$ cat src/ipr_pkg.sv
// Shared types, constants and the helper function of the pixel-to-RGB converter.
`default_nettype none

package ipr_pkg;

   // Largest frame side the counters are sized for
   localparam int DEFAULT_MAX_DIM = 1024;

   // Register file geometry
   localparam int CSR_ADDR_W = 4;
   localparam int CSR_DATA_W = 32;
   localparam int FMT_W      = 2;
   localparam int DIM_CFG_W  = 11;

   localparam logic [FMT_W-1:0]     RST_FORMAT = 2'd0;
   localparam logic [DIM_CFG_W-1:0] RST_WIDTH  = 11'd720;
   localparam logic [DIM_CFG_W-1:0] RST_HEIGHT = 11'd480;

   // Output field widths
   localparam int CHAN_W = 16;
   localparam int POS_W  = 10;

   // Q16 luma is 0..65536, chroma offsets are signed 18 bits
   localparam int LUMA_W = 17;
   localparam int CHROMA_W = 18;
   localparam int COEF_W = 19;
   localparam int PROD_W = COEF_W + CHROMA_W;
   localparam int SUM_W  = 38;

   // Color matrix coefficients, Q16
   localparam logic signed [COEF_W-1:0] K_RV = 19'sd74711;
   localparam logic signed [COEF_W-1:0] K_GU = 19'sd25821;
   localparam logic signed [COEF_W-1:0] K_GV = 19'sd38076;
   localparam logic signed [COEF_W-1:0] K_BU = 19'sd132907;

   localparam logic signed [CHROMA_W-1:0] CHROMA_MID = 18'sd32768;

   typedef enum logic [FMT_W-1:0] {
      FMT_UYVY   = 2'd0,
      FMT_NIBBLE = 2'd1,
      FMT_RGB555 = 2'd2
   } pix_fmt_type;

   typedef enum logic [1:0] {
      REG_FORMAT = 2'd0,
      REG_WIDTH  = 2'd1,
      REG_HEIGHT = 2'd2
   } reg_index_type;

   // Coordinates of one input word
   typedef struct packed {
      logic [POS_W-1:0] row;
      logic [POS_W-1:0] column;
      logic             eof;
   } word_pos_type;

   // Coordinates of one output pixel
   typedef struct packed {
      logic [POS_W-1:0] row;
      logic [POS_W-1:0] column;
      logic             last;
      logic             eof;
   } pix_pos_type;

   // One pixel after the multiply stage
   typedef struct packed {
      logic                      is_rgb;
      logic [CHAN_W-1:0]         red;
      logic [CHAN_W-1:0]         green;
      logic [CHAN_W-1:0]         blue;
      logic [LUMA_W-1:0]         luma;
      logic signed [PROD_W-1:0]  prod_rv;
      logic signed [PROD_W-1:0]  prod_gu;
      logic signed [PROD_W-1:0]  prod_gv;
      logic signed [PROD_W-1:0]  prod_bu;
      pix_pos_type               pos;
   } pix_prod_type;

   // round(b * 65536 / 255) = b * 257 + (b >= 128)
   function automatic logic [LUMA_W-1:0] byte_q16(input logic [7:0] b);
      byte_q16 = LUMA_W'({b, b}) + LUMA_W'(b[7]);
   endfunction

endpackage

`default_nettype wire

$ cat src/ipr_frame_counter.sv
// Column, row and field counters that place each input word in the frame.
`default_nettype none

module ipr_frame_counter #(
   parameter int MAX_DIM = ipr_pkg::DEFAULT_MAX_DIM
) (
   input  wire logic                           clock,
   input  wire logic                           reset,
   input  wire logic                           advance,
   input  wire logic [ipr_pkg::FMT_W-1:0]      fmt,
   input  wire logic [ipr_pkg::DIM_CFG_W-1:0]  cfg_width,
   input  wire logic [ipr_pkg::DIM_CFG_W-1:0]  cfg_height,
   output ipr_pkg::word_pos_type               pos
);
   import ipr_pkg::*;

   localparam int CNT_W   = $clog2(MAX_DIM);
   localparam int SUM_CW  = CNT_W + 1;
   localparam int DIM_W   = (SUM_CW > DIM_CFG_W) ? SUM_CW : DIM_CFG_W;
   localparam int MAX_EVEN = MAX_DIM - (MAX_DIM % 2);
   localparam int WIDE_W  = (CNT_W > POS_W) ? CNT_W : POS_W;

   logic [CNT_W-1:0]  col_ff, col_in;
   logic [CNT_W-1:0]  line_ff, line_in;
   logic              field_ff, field_in;

   logic [SUM_CW-1:0] width_eff, height_eff;
   logic [SUM_CW-1:0] col_sum, line_sum, line_step;
   logic [WIDE_W-1:0] col_wide, line_wide;
   logic              fmt_uyvy, col_wrap, line_over, word_eof;

   // Even size clamped to 2..MAX_DIM
   function automatic logic [SUM_CW-1:0] eff_dim(input logic [DIM_CFG_W-1:0] v);
      logic [DIM_W-1:0] e;
      e = DIM_W'(v) & ~DIM_W'(1);
      if (e < DIM_W'(2))
         e = DIM_W'(2);
      if (e > DIM_W'(MAX_DIM))
         e = DIM_W'(MAX_EVEN);
      eff_dim = e[SUM_CW-1:0];
   endfunction

   assign width_eff  = eff_dim(cfg_width);
   assign height_eff = eff_dim(cfg_height);

   // Wrap decisions for the word being accepted
   assign fmt_uyvy  = (fmt == FMT_UYVY);
   assign col_sum   = {1'b0, col_ff} + SUM_CW'(2);
   assign col_wrap  = (col_sum >= width_eff);
   assign line_step = fmt_uyvy ? SUM_CW'(2) : SUM_CW'(1);
   assign line_sum  = {1'b0, line_ff} + line_step;
   assign line_over = (line_sum >= height_eff);
   assign word_eof  = col_wrap && line_over && (!fmt_uyvy || field_ff);

   assign col_wide   = WIDE_W'(col_ff);
   assign line_wide  = WIDE_W'(line_ff);
   assign pos.row    = line_wide[POS_W-1:0];
   assign pos.column = col_wide[POS_W-1:0];
   assign pos.eof    = word_eof;

   // Next counter values
   always_comb begin
      col_in   = col_ff;
      line_in  = line_ff;
      field_in = field_ff;
      if (advance) begin
         if (!col_wrap) begin
            col_in = col_sum[CNT_W-1:0];
         end else begin
            col_in = '0;
            if (!line_over) begin
               line_in = line_sum[CNT_W-1:0];
            end else if (fmt_uyvy && !field_ff) begin
               line_in  = CNT_W'(1);
               field_in = 1'b1;
            end else begin
               line_in  = '0;
               field_in = 1'b0;
            end
         end
      end
   end

   always_ff @(posedge clock) begin
      if (reset) begin
         col_ff   <= '0;
         line_ff  <= '0;
         field_ff <= 1'b0;
      end else begin
         col_ff   <= col_in;
         line_ff  <= line_in;
         field_ff <= field_in;
      end
   end

endmodule

`default_nettype wire

$ cat src/ipr_pixel_mult.sv
// Pixel decode and chroma multiply stage: one pixel of the held word per cycle while load is high.
`default_nettype none

module ipr_pixel_mult (
   input  wire logic                        clock,
   input  wire logic                        load,
   input  wire logic [31:0]                 word,
   input  wire logic [ipr_pkg::FMT_W-1:0]   fmt,
   input  wire logic                        half,
   input  wire ipr_pkg::pix_pos_type        pos,
   output ipr_pkg::pix_prod_type            prod
);
   import ipr_pkg::*;

   logic [7:0]                 hi, lo;
   logic signed [CHROMA_W-1:0] du, dv;
   logic                       is_rgb;
   pix_prod_type               prod_in, prod_ff;

   // Byte pair of the selected pixel
   assign hi = half ? word[15:8] : word[31:24];
   assign lo = half ? word[7:0]  : word[23:16];

   // Chroma offsets per format
   always_comb begin
      du     = '0;
      dv     = '0;
      is_rgb = 1'b0;
      case (fmt)
         FMT_UYVY: begin
            du = $signed({1'b0, byte_q16(word[31:24])}) - CHROMA_MID;
            dv = $signed({1'b0, byte_q16(word[15:8])}) - CHROMA_MID;
         end
         FMT_NIBBLE: begin
            // nibble * 4096 - 32768 is the nibble with its top bit flipped
            du = $signed({{2{~hi[7]}}, ~hi[7], hi[6:4], 12'b0});
            dv = $signed({{2{~hi[3]}}, ~hi[3], hi[2:0], 12'b0});
         end
         default: begin
            is_rgb = 1'b1;
         end
      endcase
   end

   always_comb begin
      prod_in.is_rgb  = is_rgb;
      prod_in.red     = {3'b0, hi[6:2], 8'b0};
      prod_in.green   = {3'b0, hi[1:0], lo[7:5], 8'b0};
      prod_in.blue    = {3'b0, lo[4:0], 8'b0};
      prod_in.luma    = byte_q16(lo);
      prod_in.prod_rv = K_RV * dv;
      prod_in.prod_gu = K_GU * du;
      prod_in.prod_gv = K_GV * dv;
      prod_in.prod_bu = K_BU * du;
      prod_in.pos     = pos;
   end

   always_ff @(posedge clock) begin
      if (load) begin
         prod_ff <= prod_in;
      end
   end

   assign prod = prod_ff;

endmodule

`default_nettype wire

$ cat src/ipr_pixel_finish.sv
// Channel sums, clamp and scale to 16 bits (RGB555 bypasses these), and the result register.
`default_nettype none

module ipr_pixel_finish (
   input  wire logic                           clock,
   input  wire logic                           load,
   input  wire ipr_pkg::pix_prod_type          prod,
   output logic [ipr_pkg::CHAN_W-1:0]          red,
   output logic [ipr_pkg::CHAN_W-1:0]          green,
   output logic [ipr_pkg::CHAN_W-1:0]          blue,
   output logic [ipr_pkg::POS_W-1:0]           row,
   output logic [ipr_pkg::POS_W-1:0]           column,
   output logic                                last_of_pair,
   output logic                                end_of_frame
);
   import ipr_pkg::*;

   logic signed [SUM_W-1:0] base, sum_r, sum_g, sum_b;
   logic [CHAN_W-1:0]       red_in, green_in, blue_in;
   logic [CHAN_W-1:0]       red_ff, green_ff, blue_ff;
   pix_pos_type             pos_ff;

   function automatic logic signed [SUM_W-1:0] ext(input logic signed [PROD_W-1:0] p);
      ext = {{(SUM_W - PROD_W){p[PROD_W-1]}}, p};
   endfunction

   // Q32 sum to 16 bits: <= 0 gives 0, >= 1.0 gives full scale, else s*65535 >> 32
   function automatic logic [CHAN_W-1:0] chan(input logic signed [SUM_W-1:0] s);
      logic [47:0] scaled;
      scaled = {s[31:0], 16'b0} - {16'b0, s[31:0]};
      if (s[SUM_W-1] || (s == '0))
         chan = '0;
      else if (s[SUM_W-2:32] != '0)
         chan = '1;
      else
         chan = scaled[47:32];
   endfunction

   assign base  = $signed({5'b0, prod.luma, 16'b0});
   assign sum_r = base + ext(prod.prod_rv);
   assign sum_g = base - ext(prod.prod_gu) - ext(prod.prod_gv);
   assign sum_b = base + ext(prod.prod_bu);

   // RGB555 pixels bypass the matrix
   always_comb begin
      if (prod.is_rgb) begin
         red_in   = prod.red;
         green_in = prod.green;
         blue_in  = prod.blue;
      end else begin
         red_in   = chan(sum_r);
         green_in = chan(sum_g);
         blue_in  = chan(sum_b);
      end
   end

   always_ff @(posedge clock) begin
      if (load) begin
         red_ff   <= red_in;
         green_ff <= green_in;
         blue_ff  <= blue_in;
         pos_ff   <= prod.pos;
      end
   end

   assign red          = red_ff;
   assign green        = green_ff;
   assign blue         = blue_ff;
   assign row          = pos_ff.row;
   assign column       = pos_ff.column;
   assign last_of_pair = pos_ff.last;
   assign end_of_frame = pos_ff.eof;

endmodule

`default_nettype wire

$ cat src/ithmb_pixel_to_rgb.sv
// Top level of the pixel-word to RGB converter with frame coordinates.
//
// Each accepted 32-bit word (first file byte in bits 31..24) yields two RGB
// pixels, delivered one per cycle unless stalled, as the single pixel
// conversion path handles one pixel per clock; a new word is taken only as
// the held word's second pixel moves on. A word's first pixel passes the
// input, multiply and result registers. The input register takes the next
// word in the cycle its second pixel enters the multiply stage, even while
// the result register waits on rsp_stall. Frame position (row, column,
// field) is assigned when a word is accepted; format 0 fills even rows in
// the first field and odd rows in the second. Registers: pixel_format at
// 0x0, frame_width at 0x4, frame_height at 0x8; write them only while idle.
`default_nettype none

module ithmb_pixel_to_rgb #(
   parameter int MAX_DIM = ipr_pkg::DEFAULT_MAX_DIM
) (
   input  wire logic                            clock,
   input  wire logic                            reset,
   // input words
   input  wire logic                            req_valid,
   output logic                                 req_stall,
   input  wire logic [31:0]                     req_pixel_word,
   // result pixels
   output logic                                 rsp_valid,
   input  wire logic                            rsp_stall,
   output logic [ipr_pkg::CHAN_W-1:0]           rsp_red,
   output logic [ipr_pkg::CHAN_W-1:0]           rsp_green,
   output logic [ipr_pkg::CHAN_W-1:0]           rsp_blue,
   output logic [ipr_pkg::POS_W-1:0]            rsp_row,
   output logic [ipr_pkg::POS_W-1:0]            rsp_column,
   output logic                                 rsp_last_of_pair,
   output logic                                 rsp_end_of_frame,
   // register port
   input  wire logic                            psel,
   input  wire logic                            penable,
   input  wire logic                            pwrite,
   input  wire logic [ipr_pkg::CSR_ADDR_W-1:0]  paddr,
   input  wire logic [ipr_pkg::CSR_DATA_W-1:0]  pwdata,
   output logic [ipr_pkg::CSR_DATA_W-1:0]       prdata,
   output logic                                 pready
);
   import ipr_pkg::*;

   // Configuration registers
   logic [FMT_W-1:0]     fmt_ff;
   logic [DIM_CFG_W-1:0] width_ff, height_ff;
   logic                 csr_write;

   // Input word stage
   logic                 s0_valid_ff, s0_valid_in;
   logic                 s0_half_ff, s0_half_in;
   logic [31:0]          s0_word_ff;
   logic [FMT_W-1:0]     s0_fmt_ff;
   word_pos_type         s0_pos_ff;

   // Downstream stage valids
   logic                 s1_valid_ff, s1_valid_in;
   logic                 rsp_valid_ff, rsp_valid_in;

   logic                 accept, s1_load, s2_load;
   word_pos_type         word_pos;
   pix_pos_type          pix_pos;
   pix_prod_type         prod;

   // Register writes and reads
   assign pready    = 1'b1;
   assign csr_write = psel && penable && pwrite;

   always_ff @(posedge clock) begin
      if (reset) begin
         fmt_ff    <= RST_FORMAT;
         width_ff  <= RST_WIDTH;
         height_ff <= RST_HEIGHT;
      end else if (csr_write) begin
         case (paddr[3:2])
            REG_FORMAT: fmt_ff    <= pwdata[FMT_W-1:0];
            REG_WIDTH:  width_ff  <= pwdata[DIM_CFG_W-1:0];
            REG_HEIGHT: height_ff <= pwdata[DIM_CFG_W-1:0];
            default: ;
         endcase
      end
   end

   always_comb begin
      case (paddr[3:2])
         REG_FORMAT: prdata = CSR_DATA_W'(fmt_ff);
         REG_WIDTH:  prdata = CSR_DATA_W'(width_ff);
         REG_HEIGHT: prdata = CSR_DATA_W'(height_ff);
         default:    prdata = '0;
      endcase
   end

   // Pipeline handshake
   assign s2_load   = s1_valid_ff && (!rsp_valid_ff || !rsp_stall);
   assign s1_load   = s0_valid_ff && (!s1_valid_ff || s2_load);
   assign req_stall = s0_valid_ff && !(s1_load && s0_half_ff);
   assign accept    = req_valid && !req_stall;

   always_comb begin
      s0_valid_in = s0_valid_ff;
      s0_half_in  = s0_half_ff;
      if (accept) begin
         s0_valid_in = 1'b1;
         s0_half_in  = 1'b0;
      end else if (s1_load) begin
         s0_valid_in = !s0_half_ff;
         s0_half_in  = 1'b1;
      end
      s1_valid_in  = s1_load ? 1'b1 : (s2_load ? 1'b0 : s1_valid_ff);
      rsp_valid_in = s2_load ? 1'b1 : (rsp_stall ? rsp_valid_ff : 1'b0);
   end

   always_ff @(posedge clock) begin
      if (reset) begin
         s0_valid_ff  <= 1'b0;
         s0_half_ff   <= 1'b0;
         s1_valid_ff  <= 1'b0;
         rsp_valid_ff <= 1'b0;
      end else begin
         s0_valid_ff  <= s0_valid_in;
         s0_half_ff   <= s0_half_in;
         s1_valid_ff  <= s1_valid_in;
         rsp_valid_ff <= rsp_valid_in;
      end
   end

   // Word payload, format and position captured per transaction
   always_ff @(posedge clock) begin
      if (accept) begin
         s0_word_ff <= req_pixel_word;
         s0_fmt_ff  <= fmt_ff;
         s0_pos_ff  <= word_pos;
      end
   end

   ipr_frame_counter #(
      .MAX_DIM (MAX_DIM)
   ) u_counter (
      .clock      (clock),
      .reset      (reset),
      .advance    (accept),
      .fmt        (fmt_ff),
      .cfg_width  (width_ff),
      .cfg_height (height_ff),
      .pos        (word_pos)
   );

   // Position of the pixel leaving the word stage
   always_comb begin
      pix_pos.row    = s0_pos_ff.row;
      pix_pos.column = s0_half_ff ? (s0_pos_ff.column + POS_W'(1)) : s0_pos_ff.column;
      pix_pos.last   = s0_half_ff;
      pix_pos.eof    = s0_half_ff && s0_pos_ff.eof;
   end

   ipr_pixel_mult u_mult (
      .clock (clock),
      .load  (s1_load),
      .word  (s0_word_ff),
      .fmt   (s0_fmt_ff),
      .half  (s0_half_ff),
      .pos   (pix_pos),
      .prod  (prod)
   );

   ipr_pixel_finish u_finish (
      .clock        (clock),
      .load         (s2_load),
      .prod         (prod),
      .red          (rsp_red),
      .green        (rsp_green),
      .blue         (rsp_blue),
      .row          (rsp_row),
      .column       (rsp_column),
      .last_of_pair (rsp_last_of_pair),
      .end_of_frame (rsp_end_of_frame)
   );

   assign rsp_valid = rsp_valid_ff;

endmodule

`default_nettype wire
$ cat config.mk
export PLATFORM = sky130hd
export DESIGN_NAME = ithmb_pixel_to_rgb
export DESIGN_NICKNAME = d
export VERILOG_FILES = /design/src/ipr_pkg.sv /design/src/ipr_frame_counter.sv /design/src/ipr_pixel_mult.sv /design/src/ipr_pixel_finish.sv /design/src/ithmb_pixel_to_rgb.sv
export SDC_FILE = /design/constraint.sdc
export NUM_CORES = 2
export LEC_CHECK = 0
export BUFFER_PORTS_ARGS = -buffer_cell sky130_fd_sc_hd__buf_2
export CAP_MARGIN = 20
export CORE_MARGIN = 2
export CORE_UTILIZATION = 30
export CTS_BUF_LIST = sky130_fd_sc_hd__clkbuf_2 sky130_fd_sc_hd__clkbuf_4 sky130_fd_sc_hd__clkbuf_8
export DETAILED_ROUTE_END_ITERATION = 8
export GPL_ROUTABILITY_DRIVEN = 0
export PLACE_DENSITY = 0.44
export SYNTH_ARGS = -nofsm -noshare
export SYNTH_HDL_FRONTEND = slang
export SYNTH_SLANG_ARGS = --single-unit
$ cat constraint.sdc
create_clock -name clock -period 10.31 [get_ports clock]
set_input_delay 1.031 -clock clock [delete_from_list [all_inputs] [get_ports clock]]
set_output_delay 1.031 -clock clock [all_outputs]
set_load 0.01 [all_outputs]
==> impl_results.md <==
- Row cnt: 139
- Unrepaired setup endpoints after global routing: no
- Final setup fails: 0
- Max Cap Violations: 0
- Syn. warnings: 0
- Most used DFF post-synth: edfxtp_1
- Post-synth EDFFs: 313
- Io pins: 180
- Worst Setup End Kind: flip-flop
- Mapped Cells: 4353
- Final Max Slew Viols: 0
- WP data required: 10740 ps
- DR WL/cell: 19.38 um
- Die footprint: 0.1469 mm2
- Initial Utilization: 0.3014
- Via/cell ratio: 4.729
- Commonest cells after routing, fill and taps aside: inv_1, ha_1, fa_1, edfxtp_1, nand2_1
- Number of port buffers: 134
- Nets: 5719
- Status: finished clean
- Layout cells sized above 1: 0.08133
- Startpoint Class: flip-flop
- Synth top area cells: edfxtp_1, ha_1, fa_1
- Clock root buffer: clkbuf_8
- Final worst clock skew: 69.23 ps
- # H-tree levels: 3
- Area leader, netlist: edfxtp_1
- DRT iter0 DRCs: 1733
- Largest net degree at the start of global routing: 78
- Clk buf depth: 3
- Final ANT Viol Nets: 0
- Initial antenna violation count: 22
- Setup TNS: 0 ps
- CP Max Fanout: 10
- Clk_lat worst skew: 740 ps
- Total Routing Usage GR: 0.1724
- Area growth, synth to finish: 10.32%
- Hold Buf Count CTS: 0
- First-pass GRT wire length: 190400 um
- TritonCTS Buffers: 72
- Grt ovf: 0
- Slew @ Worst Pin: 1036 ps
- Max_slew headroom: 0.2981
- CTS tree: built
- Max Fclk: 113.2 MHz
- FF+latch count, synth: 361
- Post-synthesis cell area: 0.04315 mm2
- First-pass iteration count of the detailed router: 5
- Distinct cells, synth: 102
- Post-DP HPWL: 104400 um
- Fillcell total: 14870
- Via count: 30710
- Clk sinks: 361
- Die height: 383.2 um
- Endpoints failing hold: 0
- Reg clk slew, reported paths: 70 ps
- Crit Path Class: flip-flop to flip-flop
- Vias in the first global route: 30850
- Leading cell type in the layout, fill and taps excluded: inv_1
- Hold WS: 411.5 ps
- Final worst path period share: 0.8571
- Final min period: 8837 ps
- Die Width: 383.2 um
- DRC violations left: 0
- Core Area: 0.1431 mm2
- Post_cts resized: 0
- Sequential area share after synthesis: 0.2401
- Post-synth top area share: 0.2178
- Synth Area per Inst: 9.912 um2
- Worst endpoint data arrival time: 9260 ps
- DRT Wirelength: 125800 um
- HP Class: flip-flop to flip-flop
- Async S/R FF share, synth: 0
- Setup bufs post-CTS: 0
-- flip-flops by register name (all words and copies together) (netlist names), 9 cells and up --
name,count
u_finish.red,16
s0_word_ff,32
u_counter.col_ff,9
s0_pos_ff,10
height_ff,11
u_finish.green,16
u_finish.row,10
u_mult.prod,190
u_finish.blue,16
u_counter.line_ff,10
pix_pos,10
width_ff,11
u_finish.column,10
-- logic make-up (layout without fill, tap and decap cells) --
group                      Yosys count  in the layout  synth area share
AOI/OAI and AO/OA                  744            744            0.1146
xor gates and xnor gates           251            251           0.05130
other                                2             26         0.0001741
muxes                               41             41          0.009802
and+or+nand+nor                    866            866            0.1009
buffers and inverters              974           1187           0.08778
adders and majority gates         1114           1114            0.3953
DFF                                361            361            0.2401
-- stage by stage --
step	worst slack (ps)	instance area [um2]	std cells	util
floorplan	989.2	43220	4373	-
global placement	1585	46120	6359	0.3222
detailed placement	1545	46120	6359	0.3222
CTS	1451	47590	6489	0.3325
global route	1042	47600	6491	0.3325
finish	1473	47600	6493	0.3326
-- cell type report --
cell class | instances | area [um2] | share of cell area
tap | 1903 | 2381 | 0.05002
inverter | 889 | 3338 | 0.07013
antenna | 4 | 10.01 | 0.0002103
timing repair buffer | 168 | 925.9 | 0.01945
sequential | 361 | 10360 | 0.2177
multi-input combinational | 3038 | 29120 | 0.6117
clock buffer | 89 | 1131 | 0.02376
clock inverter | 41 | 337.8 | 0.007097
-- worst max-delay path: stages, from the launching register on --
cell      delay [ps]
edfxtp_1         430
ha_1             230
ha_1             220
nand2_1           60
or2_2            290
nor2_1           180
nand3_1          150
a32oi_1          460
inv_1            480
ha_1             470
fa_1             510
ha_1             340
fa_1             470
fa_1             540
inv_1             50
fa_1             520
inv_1             40
ha_1             350
a21o_1           200
a21o_1           180
a211oi_1         320
a311oi_1         280
a311oi_1         550
o22ai_1          250
a221oi_2         460
o311ai_0         190
a21oi_1          190
xnor2_1           80
-- path summary, 6_finish.rpt --
check,slack (ps),startpoint,cells past startpoint,to
worst max register to register,1470,s0_word_ff[24],27,u_mult.prod[129]
worst max-delay path,1470,s0_word_ff[24],27,u_mult.prod[129]
worst min register to register,410,u_mult.prod[21],0,u_finish.row[9]
worst min-delay path,410,u_mult.prod[21],0,u_finish.row[9]
-- synth_stat cells, types with 9 or more instances --
cell,instances
inv_1,886
ha_1,699
fa_1,415
edfxtp_1,313
nand2_1,245
a21oi_1,216
nor2_1,181
xnor2_1,168
o21ai_0,118
a21o_1,98
xor2_1,81
nand3_1,72
nor3_1,51
dfxtp_1,48
clkbuf_1,47
and3_1,40
nand2b_1,39
nor2b_1,39
nand4_1,37
o21a_1,34
o21bai_1,32
mux2i_1,31
and2_1,30
o211ai_1,27
buf_4,25
a31oi_1,23
or2_2,21
nor4_1,20
nor3b_1,19
or3_1,19
a211oi_1,18
o21ai_1,18
nand3b_1,15
o31ai_1,14
a21oi_2,13
o2111ai_1,12
and4_1,11
a22o_1,10
mux2_2,10
o311ai_0,9
-- routing by layer --
layer,track usage,part of all wire
met1,0.2542,0.50
met5,0,0.0012
met4,0.04024,0.021
met3,0.03008,0.053
met2,0.2602,0.43
Power is left out: the tool's default activity adds up to more than one toggle a clock period on the data nets, which glitch-free logic cannot reach.
